===== config.mk =====
export PLATFORM = sky130hd
export DESIGN_NAME = nwgs_div
export DESIGN_NICKNAME = d
export VERILOG_FILES = /design/src/rtl/neighbourhood_weight_gather_sum_assert.svh /design/src/rtl/nwgs_div.sv
export SDC_FILE = /design/constraint.sdc
export NUM_CORES = 1
export LEC_CHECK = 0
export BUFFER_PORTS_ARGS = -buffer_cell sky130_fd_sc_hd__clkbuf_2
export CORE_MARGIN = 5
export CORE_UTILIZATION = 25
export CTS_CLUSTER_DIAMETER = 30
export DETAILED_ROUTE_END_ITERATION = 10
export MAX_ROUTING_LAYER = met4
export SLEW_MARGIN = 20
export SYNTH_ARGS = -nofsm -noshare
export SYNTH_HDL_FRONTEND = slang
export SYNTH_SLANG_ARGS = --single-unit

===== constraint.sdc =====
create_clock -name clock -period 3.2 [get_ports clock]
set_input_delay 0.32 -clock clock [delete_from_list [all_inputs] [get_ports clock]]
set_output_delay 0.32 -clock clock [all_outputs]
set_load 0.005 [all_outputs]

===== src/rtl/neighbourhood_weight_gather_sum_assert.svh =====
// Assertion macros for the neighbourhood weight gather-sum block
`ifndef NEIGHBOURHOOD_WEIGHT_GATHER_SUM_ASSERT_SVH
`define NEIGHBOURHOOD_WEIGHT_GATHER_SUM_ASSERT_SVH
// same-cycle implication
`define NWGS_ASSERT_IMP(label, clk, rst, ante, cons, msg) \
   label: assert property (@(posedge clk) disable iff (rst) (ante) |-> (cons)) \
      else $error(msg);
// next-cycle implication
`define NWGS_ASSERT_NXT(label, clk, rst, ante, cons, msg) \
   label: assert property (@(posedge clk) disable iff (rst) (ante) |=> (cons)) \
      else $error(msg);
`endif


===== src/rtl/nwgs_div.sv =====
// Restoring divider, one quotient bit per cycle, unsigned
`timescale 1ns / 1ps
module nwgs_div #(
   parameter int NW = 45,
   parameter int DW = 6
) (
   input  logic clock,
   input  logic reset,
   input  logic start,
   input  logic [NW-1:0] dividend,
   input  logic [DW-1:0] divisor,
   output logic done,
   output logic [NW-1:0] quotient
);
   localparam int CW = $clog2(NW + 1);

   logic [DW:0] rem_ff;
   logic [NW-1:0] quo_ff;
   logic [DW-1:0] den_ff;
   logic [CW-1:0] cnt_ff;
   logic busy_ff;
   logic done_ff;
   logic [DW:0] trial;
   logic take;

   assign trial = {rem_ff[DW-1:0], quo_ff[NW-1]};
   assign take = trial >= {1'b0, den_ff};

   always_ff @(posedge clock) begin
      if (reset) begin
         busy_ff <= 1'b0;
         done_ff <= 1'b0;
         cnt_ff <= '0;
      end else begin
         done_ff <= 1'b0;
         if (start) begin
            busy_ff <= 1'b1;
            cnt_ff <= CW'(NW);
         end else if (busy_ff) begin
            cnt_ff <= cnt_ff - 1'b1;
            if (cnt_ff == CW'(1)) begin
               busy_ff <= 1'b0;
               done_ff <= 1'b1;
            end
         end
      end
   end

   always_ff @(posedge clock) begin
      if (start) begin
         rem_ff <= '0;
         quo_ff <= dividend;
         den_ff <= divisor;
      end else if (busy_ff) begin
         rem_ff <= take ? trial - {1'b0, den_ff} : trial;
         quo_ff <= {quo_ff[NW-2:0], take};
      end
   end

   assign done = done_ff;
   assign quotient = quo_ff;
endmodule


==> flow_summary.yaml, run 1 <==
run_status:
  status: "complete, no violations"
clock_network:
  postCtsResizedCells: 0
  clk-insertion-delay-late_ns: 0.32
  cts_tree: "done"
  hold_fix_buffers_at_cts: 0
  htree_levels: 3
  clock_tree.buffer_depth: 2
  cts.reportedPaths.clkPinSlew_ns: 0.05
  tritoncts.num_buffers: 9
  cts_root_buffer_type: "clkbuf_16"
  cts.sinks: 65
  cts_setup_buffers: 0
worst_hold_path:
  min_delay_path_depth: 1
  hold-path-endpoint: "den_ff[0]$_DFFE_PP_"
  hold_path.class: "input pin to register"
  hold_start: "divisor[0]"
placed_design:
  post-dp-hpwl_um: 4770
  cell_count_post_placement: 455
  gp_congestion: 0.777
  io_buffers: 99
finish:
  area.growth.synth_to_final_pct: 30.8
  final_common_cell: "clkbuf_2"
  drive_gt1_frac: 0.503
  nets: 383
  antenna_cells: 0
  nFillCells: 1200
  layout.cells.non_filler: 471
  most-common-layout-cells: "clkbuf_2 (99), edfxtp_1 (51), mux2_2 (46)"
route:
  detail_route.iter0.violations: 62
  antenna_left: 0
  via_count: 2026
  wl_per_cell_um: 13.8
  drt_pre_antenna_iters: 4
  via_per_inst: 4.30
  drc_errors: 0
  drt-total-wl_um: 6490
setup_path:
  slowest_delay_ns: 0.53
  r2r.worst_path.cells: 7
  timing.setup.critical_path_class: "register to register"
  r2r_end: "rem_ff[0]$_SDFFE_PP0P_"
  worst-path-max-fanout: 10
  cp-end-kind: "register"
  crit_arrival_ns: 2.47
  worst-r2r-setup-slack_ns: 0.96
  required_ns: 3.43
  worstSetupStartpointType: "register"
  path_cells: "inv_1 -> ha_1 -> a21o_1 -> a211o_1 -> a41o_1 -> or4b_1 -> o311ai_1"
  critical_path.slowest_cell: "or4b_1"
  timing.rr.start: "den_ff[4]$_DFFE_PP_"
yosys:
  synth.mux.area_fraction: 0.182
  postSynth.asyncResetShare: 0
  ys_ff_latch: 65
  synthXorXnorAreaFrac: 0.0233
  synth_sequential_area_ratio: 0.602
  synth.cell_area_sq_mm: 0.00301
  synth_ff_type: "edfxtp_1"
  synth_cells: 217
  synth-simple-area-share: 0.0719
  synth-compound-area-share: 0.0445
  yosysWarnings: 0
  synth_nets: 281
  yosys.area_share.adder: 0.0441
  synthesis.area_per_instance_sq_um: 13.9
  main_combinational_cell_family_by_area_after_synthesis: "multiplexers"
  synth_edf_count: 51
  synthDistinctLibCells: 36
power:
  comb_power_share: 0.150
  power_frac_clock: 0.384
  switching_share: 0.241
  ir_worst_vdd_mv: 0.243
  seq_power_share: 0.466
  power_density_mw_per_mm2: 583
  net-switching-power_mw: 0.553
  static-leakage-power_nw: 1.66
  cell_internal_pwr_mw: 1.74
floorplanning:
  coreArea_sq_mm: 0.0119
  die-height_um: 120
  die_area_sq_mm: 0.0143
  design.portCount: 100
  overall_die_width_um: 120
  floorplan.initialDensity: 0.253
  placementRows: 40
timing:
  maxSlewViolCount: 0
  rsz_0062_raised_after_global_routing: "false"
  period_needed_ns: 2.24
  worst_pin_slew_ns: 0.662
  hold_ws_ns: 0.172
  fin_worst_skew_ns: 0.00369
  post-route-period-util: 0.700
  tns_ns: 0
  setup_viol: 0
  hold_violations: 0
  achievable-frequency_mhz: 446
  max-slew-margin-rel: 0.558
job:
  cap_violations: 0
global_routing:
  grt_util_all_layers: 0.0975
  via_count_of_the_first_global_routing_pass: 2149
  grt_first_pass_wirelength_um: 10700
  pin_count_of_the_biggest_net_entering_global_routing: 38
  overflow: 0
  grt_antenna_before_repair: 0
power groups by stage:
stage                     registers (mW)  clock network (mW)  logic (mW)
after global placement              1.08                   0       0.340
after CTS                           1.07               0.902       0.352
after global routing                1.08               0.950       0.386
final                               1.07               0.880       0.344
after detailed placement            1.08                   0       0.351
after floorplan                     1.08                   0       0.214
flip-flops by register name (all words and copies together) (netlist names):
register  cells
den_ff        6
quotient     45
busy_ff       1
done          1
rem_ff        6
cnt_ff        6
cell families after synthesis:
family | count (synthesis)
AOI/OAI and AO/OA | 20
xor gates and xnor gates | 8
adders and majority gates | 10
buffers and inverters | 22
DFF | 65
muxes | 49
and+or+nand+nor | 43
layout make-up:
cell class / instances / area (sq um) / area share
flip-flops and latches: 65 / 1810 / 0.460
multi-input cells: 130 / 1100 / 0.280
well taps: 147 / 184 / 0.0467
clock buffers: 12 / 246 / 0.0626
clock inverters: 4 / 20.0 / 0.00509
repair buffers: 102 / 531 / 0.135
inverters: 11 / 41.3 / 0.0105
critical path, delay by kind of cell, from the launching register on:
kind	cells	cell delay, ns
adders and majority gates	1	0.33
AOI/OAI and AO/OA	4	0.92
and+or+nand+nor	1	0.53
buffers and inverters	1	0.04
DFF	1	0.32
worst max-delay path by stage:
stage | from | to | slack (ns) | cells past startpoint
after floorplan | den_ff[4]$_DFFE_PP_ | rem_ff[0]$_SDFFE_PP0P_ | 1.16 | 8
after global placement | den_ff[4]$_DFFE_PP_ | rem_ff[1]$_SDFFE_PP0P_ | 1.06 | 7
after detailed placement | den_ff[4]$_DFFE_PP_ | rem_ff[0]$_SDFFE_PP0P_ | 0.96 | 7
after CTS | den_ff[4]$_DFFE_PP_ | rem_ff[0]$_SDFFE_PP0P_ | 0.96 | 7
after global routing | den_ff[4]$_DFFE_PP_ | rem_ff[0]$_SDFFE_PP0P_ | 0.87 | 7
final | den_ff[4]$_DFFE_PP_ | rem_ff[0]$_SDFFE_PP0P_ | 0.96 | 7
stage by stage:
step,total power [mW],util,cell area (sq um),setup WS (ns)
global route,2.42,0.330,3940,0.868
global placement,1.42,0.308,3670,1.06
finish,2.29,0.330,3940,0.960
floorplan,1.29,-,3010,1.16
detailed placement,1.44,0.308,3670,0.962
CTS,2.32,0.330,3940,0.956
per-layer routing:
layer  part of all wire  track usage
met1               0.43        0.112
met2               0.51        0.161
met3              0.043       0.0221
met4              0.022       0.0494
met5                  0            -
synthesized netlist by cell type, drive strengths merged, types with 2 or more instances:
cell type  instances  area (sq um)
a211oi             4          30.0
a21oi              5          25.0
buf                5          32.5
clkbuf             6          22.5
dfxtp             14           280
edfxtp            51          1530
ha                 9           113
inv               11          41.3
mux2              46           518
mux2i              3          30.0
nand2              6          22.5
nand2b             2          12.5
nor2              20          75.1
nor2b              2          12.5
nor3               3          15.0
nor3b              3          22.5
nor4b              2          17.5
o21ai              4          20.0
xnor2              4          35.0
xor2               4          35.0
Note: power is estimated with default switching activity, not from simulation.
==> inputs of run 2 (changes only) <==
ABC_AREA = 1   (was not set)
clock period = 2.23 ns   (was 3.2 ns; I/O delays follow)
==> run 2 against run 1 <==
Effect of this change: synthesized area rose by 4.7%; highest routed layer unchanged; sequential cell count did not move; via count rose by 30%.
==> flow_summary.yaml, run 2 <==
setup_path:
  path_cells: "inv_1 -> ha_1 -> fa_1 -> nand3b_1 -> nand3_1 -> nand2_1 -> nand2_1 -> nand2_2 -> nand2_1 -> o21bai_2"
  required_ns: 2.44
  crit_arrival_ns: 1.94
  worstSetupStartpointType: "register"
  timing.setup.critical_path_class: "register to register"
  worstSetupEndpoint: "rem_ff[4]$_SDFFE_PP0P_"
  r2r.worst_path.cells: 10
  critical_path.slowest_cell: "fa_1"
  timing.rr.start: "quotient[44]$_DFFE_PP_"
  worst-r2r-setup-slack_ns: 0.50
  worst-path-max-fanout: 3
  crit_path_launch: "quotient[44]$_DFFE_PP_"
  r2r_end: "rem_ff[4]$_SDFFE_PP0P_"
  slowest_delay_ns: 0.39
  timing.critical_path.mode_cell: "nand2_1"
  cp-end-kind: "register"
placed_design:
  io_buffers: 99
  dpl_worst_slack_ns: 0.507
  post-dp-hpwl_um: 5700
  cell_count_post_placement: 615
  gp_congestion: 0.860
  placement.cell_area_sq_mm: 0.00384
clock_network:
  cts_root_buffer_type: "clkbuf_16"
  cts_tree: "done"
  cts_setup_buffers: 0
  cts.reportedPaths.clkPinSlew_ns: 0.05
  htree_levels: 3
  hold_fix_buffers_at_cts: 0
  cts.sinks: 65
  postCtsResizedCells: 0
  clock_tree.buffer_depth: 2
  tritoncts.num_buffers: 9
  clk-insertion-delay-late_ns: 0.32
finish:
  stdcell_area_sq_mm: 0.00414
  layout.core_utilization: 0.332
  layout.cells.non_filler: 631
  max_reg_flops: 45
  antenna_cells: 0
  most-common-layout-cells: "nand2_1 (167), clkbuf_2 (99), edfxtp_1 (51)"
  drive_gt1_frac: 0.301
  nets: 518
  area.growth.synth_to_final_pct: 31.4
  final_common_cell: "nand2_1"
route:
  antenna_left: 0
  wl_per_cell_um: 11.8
  via_per_inst: 4.16
  via_count: 2628
  drt_pre_antenna_iters: 5
  detail_route.iter0.violations: 99
  drc_errors: 0
  drt-total-wl_um: 7480
global_routing:
  use_met3: 0.0207
  via_count_of_the_first_global_routing_pass: 2593
  grt_antenna_before_repair: 0
  grt_util_met1: 0.132
  grt_util_all_layers: 0.106
  overflow: 0
  gr-usage-met2: 0.161
  pin_count_of_the_biggest_net_entering_global_routing: 31
  globalRoute.busiestLayer: "met2"
  grt_first_pass_wirelength_um: 11900
yosys:
  synth.cell_area_sq_mm: 0.00315
  postSynth.asyncResetShare: 0
  synth_ff_type: "edfxtp_1"
  area_share_of_the_largest_cell_type_after_synthesis: 0.486
  synthMostInstantiatedCell: "nand2_1"
  synth_edf_count: 51
  synth_sequential_area_ratio: 0.575
  netlist_top_cells_area: "edfxtp_1 (49%), nand2_1 (20%), dfxtp_1 (8.9%)"
  synthDistinctLibCells: 33
  ys_ff_latch: 65
  synthDominantAreaCellType: "edfxtp_1"
  synth_cells: 350
  synthesis.area_per_instance_sq_um: 9.00
  ys_top_cells_by_count: "nand2_1 (167), edfxtp_1 (51), inv_1 (27), nor2_1 (15)"
  yosysWarnings: 0
  synth_nets: 414
run_status:
  status: "complete, no violations"
timing:
  tns_ns: 0
  maxSlewViolCount: 0
  max-slew-margin-rel: 0.712
  setup_viol: 0
  achievable-frequency_mhz: 579
  period_needed_ns: 1.73
  fin_worst_skew_ns: 0.00402
  rsz_0062_raised_after_global_routing: "false"
  post-route-period-util: 0.774
  hold_violations: 0
  worst_pin_slew_ns: 0.430
  layout_setup_ws_ns: 0.504
  hold_ws_ns: 0.0778
floorplanning:
  placementRows: 41
  overall_die_width_um: 122
  die-height_um: 122
  coreArea_sq_mm: 0.0125
  design.portCount: 100
  floorplan.initialDensity: 0.253
  die_area_sq_mm: 0.0149
power:
  ir_worst_vdd_mv: 0.347
  cell_internal_pwr_mw: 2.55
  seq_power_share: 0.449
  power_density_mw_per_mm2: 825
  switching_share: 0.254
  net-switching-power_mw: 0.867
  finalPower_mw: 3.41
  power_frac_clock: 0.395
  static-leakage-power_nw: 2.07
  comb_power_share: 0.157
worst_hold_path:
  hold_path.class: "input pin to register"
job:
  cap_violations: 0
==> run 2: cell types whose count changed in the layout (fill, tap and decap cells not counted), sizes merged, moves of 3 or more <==
cell | previous run | this run
nor3b | 3 | 0
nand4 | 0 | 3
buf | 3 | 6
xnor2 | 4 | 1
xor2 | 4 | 1
nand3 | 0 | 15
nand3b | 0 | 3
nand2 | 6 | 174
inv | 11 | 29
mux2 | 46 | 0
mux2i | 3 | 0
==> run 2: routing by layer <==
metal  up-vias  share of wire
met3        12          0.052
met4         0          0.023
met5         -              0
met2        87           0.47
li1       1331              -
met1      1198           0.45
==> run 2: logic make-up after synthesis <==
family          Yosys count  synth area share
fa+ha+maj                10            0.0421
compound gates           14            0.0286
xor+xnor                  2           0.00556
simple gates            217             0.293
buf+inv                  42            0.0556
flops                    65             0.575
==> run 2: final cells by class <==
| type | count | area (sq um) |
|---|---|---|
| sequential | 65 | 1810 |
| clock inverter | 2 | 10.0 |
| multi-input combinational | 243 | 1160 |
| clock buffer | 14 | 284 |
| timing repair buffer | 105 | 541 |
| fill | 1295 | 8330 |
| inverter | 30 | 114 |
| tap | 172 | 215 |
==> run 2: power by group through the flow <==
stage          sequential, mW  combinational (mW)  clock [mW]
6_report                 1.53               0.536        1.35
3_3_place_gp             1.55               0.536           0
5_1_grt                  1.55               0.607        1.45
4_1_cts                  1.53               0.545        1.39
3_5_place_dp             1.55               0.542           0
2_1_floorplan            1.54               0.322           0
==> run 2: worst max-delay path, delay by kind of cell, from the launching register on <==
kind / cells / cell delay (ns)
fa+ha+maj: 2 / 0.60
simple gates: 6 / 0.54
buf+inv: 1 / 0.08
compound gates: 1 / 0.06
flops: 1 / 0.34
==> run 2: how the worst min path moves through the flow <==
| stage | from | to | slack, ns | cells past startpoint |
|---|---|---|---|---|
| floorplan | reset | cnt_ff[5]$_SDFFE_PP0P_ | 0.29 | 1 |
| finish | divisor[5] | den_ff[5]$_DFFE_PP_ | 0.08 | 1 |
| CTS | divisor[4] | den_ff[4]$_DFFE_PP_ | 0.06 | 1 |
| detailed placement | divisor[4] | den_ff[4]$_DFFE_PP_ | 0.40 | 1 |
| global placement | divisor[3] | den_ff[3]$_DFFE_PP_ | 0.40 | 1 |
| global route | divisor[5] | den_ff[5]$_DFFE_PP_ | 0.06 | 1 |
==> inputs of run 3 (changes only) <==
clock period = 1.44 ns   (was 2.23 ns; I/O delays follow)
==> run 3 against run 2 <==
Effect of this change: the flow now finishes with violations (negative setup slack); core utilization grew 3.0 points; setup slack got worse by 0.69 ns; first-iteration DRC count up 16%; clock-buffer cell count fell by 2; largest cell class unchanged; die area is the same; sequential share of layout area fell by 3.6 points; clock power grew 76%; sequential cell count stayed put; cell count increased by 4.4%; total power grew 69%; hold slack got worse by 0.068 ns; global-route usage grew 0.96 points.
==> flow_summary.yaml, run 3 (synthesis results as in run 2) <==
power:
  power_density_mw_per_mm2: 1280
  ir_worst_vdd_mv: 0.418
  static-leakage-power_nw: 2.23
clock_network:
  clk-insertion-delay-late_ns: 0.32
  tritoncts.num_buffers: 9
  cts.sinks: 65
  cts_tree: "done"
  htree_levels: 3
  cts_root_buffer_type: "clkbuf_16"
  clock_tree.buffer_depth: 2
  cts.reportedPaths.clkPinSlew_ns: 0.05
timing:
  post-route-period-util: 1.13
  tns_ns: -0.615
  worst_pin_slew_ns: 0.504
  hold_ws_ns: 0.00975
  fin_worst_skew_ns: 0.00289
  hold_violations: 0
  period_needed_ns: 1.62
  setup_viol: 7
  maxSlewViolCount: 0
  achievable-frequency_mhz: 616
  rsz_0062_raised_after_global_routing: "true"
  layout_setup_ws_ns: -0.182
  max-slew-margin-rel: 0.663
floorplanning:
  overall_die_width_um: 122
  coreArea_sq_mm: 0.0125
  placementRows: 41
  die_area_sq_mm: 0.0149
  floorplan.initialDensity: 0.253
  die-height_um: 122
  design.portCount: 100
global_routing:
  pin_count_of_the_biggest_net_entering_global_routing: 36
  grt_first_pass_wirelength_um: 13200
  overflow: 0
  via_count_of_the_first_global_routing_pass: 2839
  grt_antenna_before_repair: 0
  grt_util_all_layers: 0.116
setup_path:
  timing.setup.critical_path_class: "register to register"
  required_ns: 1.65
  r2r.worst_path.cells: 9
  timing.rr.start: "den_ff[0]$_DFFE_PP_"
  worst-path-max-fanout: 2
  crit_path_launch: "den_ff[0]$_DFFE_PP_"
  cp-end-kind: "register"
  crit_arrival_ns: 1.83
  worst-r2r-setup-slack_ns: -0.18
  worstSetupEndpoint: "rem_ff[4]$_SDFFE_PP0P_"
  worstSetupStartpointType: "register"
  r2r_end: "rem_ff[4]$_SDFFE_PP0P_"
finish:
  antenna_cells: 0
  nFillCells: 1270
  final_common_cell: "nand2_1"
  area.growth.synth_to_final_pct: 43.1
  max_reg_flops: 45
  most-common-layout-cells: "nand2_1 (165), clkbuf_2 (99), edfxtp_1 (51)"
  drive_gt1_frac: 0.357
  seq_area_sq_mm: 0.00181
  layout.core_utilization: 0.361
  footprint_of_the_multi_input_gates_sq_mm: 0.00125
  nets: 546
route:
  routed.top_layer: "met4"
  via_count: 2777
  met1_length_um: 3750
  drc_errors: 0
  detail_route.iter0.violations: 115
  via_per_inst: 4.21
  drt-total-wl_um: 8140
  wl_per_cell_um: 12.3
  route.met3.wl_um: 410
  drt_pre_antenna_iters: 4
  antenna_left: 0
  wl_met2_um: 3870
placed_design:
  post-dp-hpwl_um: 5970
  io_buffers: 99
  dpl_worst_slack_ns: -0.206
  gp_congestion: 0.871
run_status:
  status: "finished with violations"
  violations: "negative setup slack"
worst_hold_path:
  hold_path.class: "input pin to register"
job:
  cap_violations: 0
[run 3: cell types whose count changed in the layout (fill, tap and decap cells not counted), moves of 2 or more]
cell and change:
buf_4 +22, dlygate4sd3_1 +5, nand3_1 -2, clkbuf_8 -3, nor2_4 +2, nand3_2 +2
nor2_2 -2, clkbuf_16 +2, nand2_2 +2, ha_4 +4, nand2_1 -2, ha_2 +2
ha_1 -6
[run 3: cell type report]
type / count / area share
flip-flops and latches: 65 / 0.402
clock inverters: 4 / 0.0100
inverters: 30 / 0.0261
repair buffers: 133 / 0.172
well taps: 172 / 0.0478
clock buffers: 12 / 0.0641
multi-input cells: 243 / 0.278
[run 3: routing by layer]
layer | up-vias | track usage
li1 | 1392 | -
met1 | 1288 | 0.142
met2 | 88 | 0.188
met3 | 9 | 0.0267
met4 | 0 | 0.0420
met5 | - | -
[run 3: metrics by stage]
stage               cell area (sq um)  total power [mW]  std cells
floorplan                        3170              2.90        350
global placement                 4030              3.34        636
detailed placement               4030              3.35        636
CTS                              4500              5.82        658
global route                     4510              6.05        659
finish                           4510              5.77        659
[run 3: repair_timing]
item	CTS	global route
pin swaps	3	0
setup buffers	1	1
setup endpoints to repair	7	7
resized for setup	13	0
endpoints found under the hold margin	5	0
hold buffers	5	0
[run 3: critical path: stages (launching register included)]
cell and delay (ns):
edfxtp_1 0.42, ha_2 0.21, fa_2 0.35, nand3b_1 0.18
nand3_1 0.08, nand2_1 0.05, nand2_1 0.06, nand2_2 0.05
nand2_2 0.05, o21bai_2 0.06
[run 3: worst min path at each step]
| stage | from | end | depth (start not counted) |
|---|---|---|---|
| after detailed placement | divisor[5] | den_ff[5]$_DFFE_PP_ | 1 |
| after global placement | divisor[4] | den_ff[4]$_DFFE_PP_ | 1 |
| after global routing | divisor[0] | den_ff[0]$_DFFE_PP_ | 1 |
| after floorplan | reset | cnt_ff[5]$_SDFFE_PP0P_ | 1 |
| final | divisor[0] | den_ff[0]$_DFFE_PP_ | 1 |
| after CTS | divisor[0] | den_ff[0]$_DFFE_PP_ | 1 |
[run 3: power by group]
group	total, mW	internal [mW]	switching, mW
Sequential	2.37	2.25	0.118
Clock	2.38	1.59	0.793
Combinational	1.02	0.475	0.544
